$ cat config.mk
export PLATFORM = sky130hd
export DESIGN_NAME = top_n_by_key_tracker_unit
export DESIGN_NICKNAME = d
export VERILOG_FILES = /design/src/tnk_pkg.sv /design/src/top_n_by_key_tracker_unit.sv /design/src/tnk_cell.sv
export SDC_FILE = /design/constraint.sdc
export NUM_CORES = 2
export LEC_CHECK = 0
export ABC_AREA = 1
export BUFFER_PORTS_ARGS = -buffer_cell sky130_fd_sc_hd__buf_2
export CAP_MARGIN = 5
export CELL_PAD_IN_SITES_DETAIL_PLACEMENT = 0
export CELL_PAD_IN_SITES_GLOBAL_PLACEMENT = 1
export CORE_UTILIZATION = 30
export DETAILED_ROUTE_END_ITERATION = 7
export PLACE_DENSITY = 0.65
export SYNTH_ARGS = -nofsm -noshare
export SYNTH_HDL_FRONTEND = slang
export SYNTH_SLANG_ARGS = --single-unit
$ cat constraint.sdc
create_clock -name clk -period 25.5 [get_ports clk]
set_input_delay 6.375 -clock clk [delete_from_list [all_inputs] [get_ports clk]]
set_output_delay 6.375 -clock clk [all_outputs]
set_load 0.01 [all_outputs]
$ cat src/tnk_pkg.sv
// ============================================================================
// tnk_pkg: shared types and constants of the top-N key tracker
// Entry record layout, request opcodes and the cell control bundle.
// ============================================================================
package tnk_pkg;

    localparam int ID_W    = 22;
    localparam int KEY_W   = 48;
    localparam int TICK_W  = 48;
    localparam int RANK_W  = 3;

    localparam logic OP_OFFER  = 1'b0;
    localparam logic OP_FINISH = 1'b1;

    typedef struct packed {
        logic [ID_W-1:0]   id;
        logic [KEY_W-1:0]  key;
        logic [TICK_W-1:0] user_ticks;
        logic [TICK_W-1:0] sys_ticks;
    } entry_t;

    // per-cycle command broadcast to every cell
    typedef struct packed {
        logic load;      // offer accepted: insert candidate
        logic shift_up;  // emit step: every cell takes its lower neighbor
    } cell_ctrl_t;

endpackage

$ cat src/top_n_by_key_tracker_unit.sv
// ============================================================================
// top_n_by_key_tracker_unit: keeps the TOP_N records with the largest key
// Systolic insertion chain in descending key order; a finish request reads
// the list out in rank order and leaves it empty.
// ============================================================================
//
//  channel   | handshake               | payload
//  ----------+-------------------------+---------------------------------------
//  request   | start & !busy           | opcode, cand_id, cand_key,
//            |                         | cand_user_ticks, cand_sys_ticks
//  result    | result_strobe (1 cycle) | rank, entry_valid, out_id, out_key,
//            |                         | out_user_ticks, out_sys_ticks, last
//
//  Offer: busy stays low, so offers may arrive every cycle unless a finish
//    readout holds busy. All cells compare against the broadcast
//    candidate at once; insertion point and shift-down settle with the offer.
//  Finish: busy high while the readout runs, low again by the last
//    result; one result per cycle, first result in the cycle after the
//    request. The readout shifts the chain up one cell per cycle, so its
//    length is set by the entry count.
//  Reset clears the entry count and the controller; cell contents are
//    not reset and are only read below the count.
//  The receiver cannot stall: results are presented once, back to back.
//
module top_n_by_key_tracker_unit #(
    parameter int TOP_N    = 5,
    parameter int KEY_BITS = 48
) (
    input  logic                          clk,
    input  logic                          rst_n,
    // request side
    input  logic                          start,
    output logic                          busy,
    input  logic                          opcode,
    input  logic [tnk_pkg::ID_W-1:0]      cand_id,
    input  logic [tnk_pkg::KEY_W-1:0]     cand_key,
    input  logic [tnk_pkg::TICK_W-1:0]    cand_user_ticks,
    input  logic [tnk_pkg::TICK_W-1:0]    cand_sys_ticks,
    // result side
    output logic                          result_strobe,
    output logic [tnk_pkg::RANK_W-1:0]    rank,
    output logic                          entry_valid,
    output logic [tnk_pkg::ID_W-1:0]      out_id,
    output logic [tnk_pkg::KEY_W-1:0]     out_key,
    output logic [tnk_pkg::TICK_W-1:0]    out_user_ticks,
    output logic [tnk_pkg::TICK_W-1:0]    out_sys_ticks,
    output logic                          last
);
    import tnk_pkg::*;

    localparam int CNT_W = $clog2(TOP_N + 1);
    // keys compare on their low KEY_BITS bits, never more than the field holds
    localparam int CMP_BITS = (KEY_BITS < KEY_W) ? KEY_BITS : KEY_W;
    localparam logic [KEY_W-1:0] KEY_MASK = (KEY_W'(1) << CMP_BITS) - KEY_W'(1);
    localparam logic [CNT_W-1:0] FULL_CNT = CNT_W'(TOP_N);

    // controller state
    localparam logic ST_IDLE = 1'b0;
    localparam logic ST_EMIT = 1'b1;

    logic              state_reg, state_next;
    logic [CNT_W-1:0]  count_reg, count_next;
    logic [CNT_W-1:0]  rank_cnt_reg, rank_cnt_next;

    logic              strobe_reg;
    logic [RANK_W-1:0] rank_reg;
    logic              valid_reg;
    logic              last_reg;
    entry_t            out_entry_reg;

    logic              offer_go;
    logic              emit_go;
    logic              emit_last;
    entry_t            cand;
    cell_ctrl_t        ctrl;

    entry_t            cell_entry [TOP_N];
    logic              cell_take  [TOP_N];

    // ------------------------------------------------------------------
    // request decode
    // ------------------------------------------------------------------
    assign busy     = (state_reg == ST_EMIT);
    assign offer_go = start && !busy && (opcode == OP_OFFER);
    // first readout step runs in the cycle the finish request is taken
    assign emit_go  = busy || (start && (opcode == OP_FINISH));
    // empty list gives a single marker, so count of 0 or 1 ends the run
    assign emit_last = (count_reg <= CNT_W'(1));

    assign cand.id         = cand_id;
    assign cand.key        = cand_key & KEY_MASK;
    assign cand.user_ticks = cand_user_ticks;
    assign cand.sys_ticks  = cand_sys_ticks;

    assign ctrl.load     = offer_go;
    assign ctrl.shift_up = emit_go;

    // ------------------------------------------------------------------
    // cell chain: cell 0 holds the largest key
    // ------------------------------------------------------------------
    genvar gi;
    generate
        for (gi = 0; gi < TOP_N; gi++)
        begin : g_cell
            localparam logic [CNT_W-1:0] IDX = CNT_W'(gi);
            logic   occ;
            logic   prev_take;
            entry_t prev_entry;
            entry_t next_entry;

            assign occ = (IDX < count_reg);

            if (gi == 0)
            begin : g_head
                assign prev_take  = 1'b0;
                assign prev_entry = cand;
            end
            else
            begin : g_body
                assign prev_take  = cell_take[gi-1];
                assign prev_entry = cell_entry[gi-1];
            end

            if (gi == TOP_N - 1)
            begin : g_tail
                // shifted-in content is beyond the count and never read
                assign next_entry = cell_entry[gi];
            end
            else
            begin : g_link
                assign next_entry = cell_entry[gi+1];
            end

            tnk_cell u_cell (
                .clk        (clk),
                .ctrl       (ctrl),
                .occupied   (occ),
                .cand       (cand),
                .prev_take  (prev_take),
                .prev_entry (prev_entry),
                .next_entry (next_entry),
                .take       (cell_take[gi]),
                .entry      (cell_entry[gi])
            );
        end
    endgenerate

    // ------------------------------------------------------------------
    // controller
    // ------------------------------------------------------------------
    always_comb
    begin
        state_next    = state_reg;
        count_next    = count_reg;
        rank_cnt_next = rank_cnt_reg;
        unique case (state_reg)
            ST_IDLE:
            begin
                if (offer_go && (count_reg != FULL_CNT))
                begin
                    count_next = count_reg + CNT_W'(1);
                end
                if (emit_go && !emit_last)
                begin
                    state_next = ST_EMIT;
                end
            end
            ST_EMIT:
            begin
                if (emit_last)
                begin
                    state_next = ST_IDLE;
                end
            end
            default:
            begin
                state_next = ST_IDLE;
            end
        endcase
        if (emit_go)
        begin
            if (count_reg != '0)
            begin
                count_next = count_reg - CNT_W'(1);
            end
            rank_cnt_next = emit_last ? '0 : rank_cnt_reg + CNT_W'(1);
        end
    end

    always_ff @(posedge clk or negedge rst_n)
    begin
        if (!rst_n)
        begin
            state_reg    <= ST_IDLE;
            count_reg    <= '0;
            rank_cnt_reg <= '0;
            strobe_reg   <= 1'b0;
        end
        else
        begin
            state_reg    <= state_next;
            count_reg    <= count_next;
            rank_cnt_reg <= rank_cnt_next;
            strobe_reg   <= emit_go;
        end
    end

    // result register: head cell, or all-zero marker on an empty list
    always_ff @(posedge clk)
    begin
        if (emit_go)
        begin
            rank_reg  <= RANK_W'(rank_cnt_reg);
            valid_reg <= (count_reg != '0);
            last_reg  <= emit_last;
            out_entry_reg <= (count_reg != '0) ? cell_entry[0] : '0;
        end
    end

    assign result_strobe  = strobe_reg;
    assign rank           = rank_reg;
    assign entry_valid    = valid_reg;
    assign out_id         = out_entry_reg.id;
    assign out_key        = out_entry_reg.key;
    assign out_user_ticks = out_entry_reg.user_ticks;
    assign out_sys_ticks  = out_entry_reg.sys_ticks;
    assign last           = last_reg;

    // ------------------------------------------------------------------
    // assertions
    // ------------------------------------------------------------------
    a_count_range: assert property (@(posedge clk) disable iff (!rst_n)
        count_reg <= FULL_CNT)
        else $error("entry count above list depth");

    a_run_unbroken: assert property (@(posedge clk) disable iff (!rst_n)
        (result_strobe && !last) |=> result_strobe)
        else $error("readout run broken before last result");

    a_free_after_last: assert property (@(posedge clk) disable iff (!rst_n)
        (result_strobe && last) |-> !busy)
        else $error("still busy after last result");

    generate
        for (gi = 0; gi + 1 < TOP_N; gi++)
        begin : g_chk
            a_sorted: assert property (@(posedge clk) disable iff (!rst_n)
                (CNT_W'(gi + 1) < count_reg) |->
                    (cell_entry[gi].key >= cell_entry[gi+1].key))
                else $error("ranked list out of order");
        end
    endgenerate

endmodule

$ cat src/tnk_cell.sv
// ============================================================================
// tnk_cell: one slot of the ranked list
// Compares the broadcast candidate against its own key, hands its record
// down on insertion and up on readout.
// ============================================================================
module tnk_cell (
    input  logic                clk,
    input  tnk_pkg::cell_ctrl_t ctrl,
    input  logic                occupied,
    input  tnk_pkg::entry_t     cand,
    input  logic                prev_take,
    input  tnk_pkg::entry_t     prev_entry,
    input  tnk_pkg::entry_t     next_entry,
    output logic                take,
    output tnk_pkg::entry_t     entry
);
    import tnk_pkg::*;

    entry_t entry_reg;
    entry_t entry_next;

    // list is sorted, so take is monotonic along the chain
    assign take  = !occupied || (cand.key > entry_reg.key);
    assign entry = entry_reg;

    always_comb
    begin
        entry_next = entry_reg;
        if (ctrl.shift_up)
        begin
            entry_next = next_entry;
        end
        else if (ctrl.load)
        begin
            if (prev_take)
            begin
                entry_next = prev_entry;
            end
            else if (take)
            begin
                entry_next = cand;
            end
        end
    end

    always_ff @(posedge clk)
    begin
        entry_reg <= entry_next;
    end

endmodule
Yosys cells after proc, flatten, opt, wreduce, memory -nomap -nowiden:

Index checks and enable logic that the tools add are counted.

* register bits: 1009
* output and inout port bits: 173
* logic and storage cells: 104

* $add $sub $neg: 3
* magnitude comparators: 11
* equal/unequal tests: 1
* multiplexer cells: 25
* bitwise operators: 3
* reductions and logical operators: 30

Operators with widths (count)
* 166-bit two-way mux: 17
* 48-bit > comparator: 5
* 3-bit two-way mux: 5
* 3-bit nonzero test: 4
* 2-bit AND reduction: 4
* 1-bit zero test: 7
* 3-bit by 1-bit adder with 3-bit output (second input constant): 2
* 1-bit logical OR: 6
* 1-bit by 3-bit less-than comparator with 1-bit output (first input constant): 2
* 2-bit by 3-bit less-than comparator with 1-bit output (first input constant): 2
* 2-bit nonzero test: 3
* 1-bit logical AND: 5
* 3-bit by 1-bit less-or-equal comparator with 1-bit output (second input constant): 1
* 3-bit less-than comparator (first input constant): 1
* 3-bit inequality test (second input constant): 1
* 1-bit inverter: 3
* 3-bit AND reduction: 1
* 3-bit by 1-bit subtractor with 3-bit output (second input constant): 1
* 1-bit two-way mux: 2
* 1-bit one-hot mux with 2 select lines: 1

Longest topological paths before layout:

* depth in word-level cells: 8
* gate-level depth with buffers: 20
* depth with buffers taken out: 18

Modules after synthesis:

Synthesis repeated with hierarchy kept, for this count alone.

* cells, all modules: 6257
* area total of the unflattened synthesis: 56262.7 sq um

By module, submodules not included
* tnk_cell at g_cell[0].u_cell ...: times used 4, cells an instance 1133, area an instance 9653.0 sq um, sequential area each 4984.8 sq um
* tnk_cell at g_cell[4].u_cell: times used 1, cells an instance 1130, area an instance 9636.7 sq um, sequential area each 4984.8 sq um
* top_n_by_key_tracker_unit: times used 1, cells an instance 595, area an instance 8013.9 sq um, sequential area each 5335.1 sq um

Worst setup path after synthesis:

No wires, ideal clock.

* path kind: in2reg
* start point: input cand_key[47] (netlist bit)
* end point: register g_cell[2].u_cell.entry_reg, in the netlist g_cell[2].u_cell.entry[0], enable pin
* setup time: 0.697 ns
* arrival: 14.697 ns
* setup slack: 10.106 ns
* stages: 14
* buffers on the path: 1
* cell sequence: ha_1 > nand2_1 > nor2_2 > nand3_1 > nor2_2 > nand2_1 > nor2_1 > nand2_1 > nand2_1 > nand2_2 > nand2_2 > buf_2 > nor2_1 > nor2_1

* word-level cells in the longest chain between the ends: 4

Ends and longest elaborated chain
* from (decl): line top_n_by_key_tracker_unit.sv:36 `input logic [tnk_pkg::KEY_W-1:0] cand_key,`
* 48-bit > comparator: line tnk_cell.sv:23 `assign take = !occupied || (cand.key > entry_reg.key);`
* 1-bit logical OR: line tnk_cell.sv:23
* 3-bit nonzero test (no source line) (*)
* 2-bit AND reduction (no source line) (*)
* to (signal assigned): line tnk_cell.sv:48 `entry_reg <= entry_next;`
* to (decl): line tnk_cell.sv:19 `entry_t entry_reg;`

Every way passes the cells marked *; elsewhere a longest branch is shown, timed or not.
A chain may end at the register's enable or synchronous reset.

Worst setup path after layout:

* start point: input cand_key[47] (netlist bit)
* end point: register g_cell[2].u_cell.entry_reg, in the netlist g_cell[2].u_cell.entry[161], enable pin

The elaborated chain is that of the path after synthesis.

==> results.py <==
metrics = {
    "routing": {
        "wire_per_inst_um": 20.2,
        "drt_wl_total_mm": 180,
        "vias_per_cell": 4.88,
        "first_pass_iters": 6,
        "ant_nets": 0,
        "first_iter_violations": 3609,
        "drc_errors": 0,
        "num_vias": 43600,
    },
    "cts": {
        "cts_resized": 0,
        "clkLatencyLatePin_ns": 0.78,
        "cts-htree-levels": 3,
        "clk_pin_slew_ns": 0.06,
        "tritoncts": "yes",
        "postCtsSetupRepairBufs": 0,
        "cts.sinks": 1009,
        "cts_hold_buf": 0,
        "cts_buffer_depth": 3,
        "cts_inserted_buffers": 119,
        "cts_root_buf": "clkbuf_16",
    },
    "yosys": {
        "synth.avg_cell_area_um2": 8.65,
        "async_flop_share_pct": 0.793,
        "yosysSeqAreaShare_pct": 55.3,
        "synth_cells": 6325,
        "synth_edf_count": 1001,
        "synth_warnings": 0,
        "synth_nets": 6740,
        "synth.distinct_cells": 30,
        "synth_flop_cell": "edfxtp_1",
        "syn_area_um2": 54700,
        "yosys_register_bits": 1009,
    },
    "worst_setup_path": {
        "crit_start": "cand_key[47]",
        "critPathMaxFanout": 98,
        "end_kind": "flop",
        "rrSetupSlack_ns": 19.52,
        "crit_required_ns": 25.85,
        "cp.arrival_ns": 11.69,
        "r2r-start": "g_cell[1].u_cell.entry[143]",
        "ff2ff_path_depth": 16,
        "crit_type": "in -> reg",
        "worst_r2r_endpoint": "g_cell[2].u_cell.entry[161]",
        "worstSetupStartpointType": "primary input",
    },
    "status": {
        "outcome": "completed",
    },
    "hold_path": {
        "hp-class": "reg -> reg",
        "worstHoldEndpoint": "rank[2]",
        "hold_depth": 0,
        "hp-start": "rank_cnt_reg[2]",
    },
    "floorplan": {
        "die_area_um2": 184000,
        "num_rows": 156,
        "start_util_pct": 30.2,
        "dieHeight_um": 429,
        "ios": 343,
        "core-area_um2": 181000,
        "die_w_um": 429,
    },
    "timing": {
        "setup-tns-final_ns": 0,
        "fin_crit_ns": 11.33,
        "finalSetupViolCount": 0,
        "rsz0062_at_grt": "false",
        "fmax_mhz": 88.3,
        "slew_viol_final": 0,
        "tightest_slew_ns": 1.21,
        "period_share_pct": 44.4,
        "hold_viol_final": 0,
        "relSlewSlack_pct": 19.1,
        "fin_worst_skew_ns": 0.0494,
    },
    "power": {
        "leakage_nw": 28.7,
        "p_total_mw": 9.41,
        "ir_drop_v": 0.000106,
        "powerDensity_nw_per_um2": 151,
    },
    "cells_and_area": {
        "final_util_pct": 34.4,
        "final_common_cell": "nand2_1",
        "fin_nets": 6892,
        "final_cell_mix": "nand2_1, nand3_1, edfxtp_1",
        "final_cells": 8947,
        "area.growth.synth_to_final_pct": 13.7,
        "nFillCells": 18800,
        "drive_above_1_share_pct": 8.93,
        "largest_reg_flops": 830,
    },
    "grt": {
        "grt_pass1_vias": 42700,
        "grt_util_all_layers_pct": 19.2,
        "antenna_found_initial": 10,
        "grt_pass1_wl_mm": 272,
        "grt_start_max_net_pins": 185,
        "overflow": 0,
    },
    "run": {
        "drv_cap": 0,
    },
    "place": {
        "gp_congestion": 0.850,
        "place_hpwl_mm": 105,
        "numPortBuffers": 342,
        "dp.cells": 8726,
    },
}
[layout make-up]
cell class	instances	area, um2	share of cell area (%)
flip-flops and latches	1009	30300	48.7
multi-input cells	4126	19900	31.9
inverters	827	3120	5.02
clock buffers	145	3120	5.01
well taps	2370	2970	4.77
repair buffers	394	2180	3.50
clock inverters	73	686	1.10
diodes	3	7.51	0.0121
[power by group]
group / switching [mW] / internal, mW
Combinational: 3.10 / 1.12
Clock: 0.748 / 0.969
Sequential: 0.340 / 3.13
[per-layer routing]
layer	track usage (%)	part of all wire, %	vias up
met1	25.6	45	21200
met4	5.53	2.2	4
met2	32.6	48	1123
met5	0	0.011	-
met3	2.07	4.5	204
li1	-	-	21100
[worst max-delay path, stage by stage]
cell	delay, ns
buf_2	0.16
ha_1	0.31
nand2_1	0.08
nor2_2	0.23
nand3_1	0.12
nor2_2	0.19
nand2_1	0.18
nor2_1	0.30
nand2_1	0.09
nand2_1	0.16
nand2_8	0.33
nand2_8	0.62
nor2_1	0.17
nor2_4	0.55
buf_12	0.60
buf_4	0.92
[per-stage QoR]
stage | instance area [um2] | worst slack, ns | hold slack [ns]
after floorplan | 54700 | 10.11 | 0.444
after global placement | 58400 | 13.34 | 0.458
after detailed placement | 58400 | 13.36 | 0.468
after CTS | 62200 | 14.19 | 0.484
after global routing | 62200 | 13.89 | 0.493
final | 62200 | 14.17 | 0.478
[cells in the mapped netlist, types with 8 or more instances]
master,count,share of area [%]
a21oi_1,108,0.99
buf_1,14,0.096
buf_2,98,0.90
buf_4,15,0.21
buf_6,13,0.27
clkbuf_1,223,1.5
dfrtp_1,8,0.37
edfxtp_1,1001,55
ha_1,245,5.6
inv_1,824,5.7
nand2_1,2080,14
nand3_1,1022,9.4
nand4_1,17,0.19
nor2_1,244,1.7
o21a_1,12,0.16
o21ai_0,360,3.3
[kinds of logic (layout without fill, tap and decap cells)]
kind of cell	after synthesis	count (layout)	share of synthesized area, %
buffers and inverters	1190	1439	8.67
AOI/OAI and AO/OA	494	494	4.63
other	0	3	0
and+or+nand+nor	3383	3383	25.7
xor gates and xnor gates	4	4	0.0640
adders and majority gates	245	245	5.60
DFF	1009	1009	55.3
[worst max path at each step]
stage / end / cells past startpoint
after floorplan: g_cell[2].u_cell.entry[0] / 14
after global placement: g_cell[2].u_cell.entry[36] / 16
after detailed placement: g_cell[2].u_cell.entry[36] / 16
after CTS: g_cell[2].u_cell.entry[18] / 16
after global routing: g_cell[2].u_cell.entry[161] / 16
final: g_cell[2].u_cell.entry[161] / 16
(Power assumes the default switching activity.)
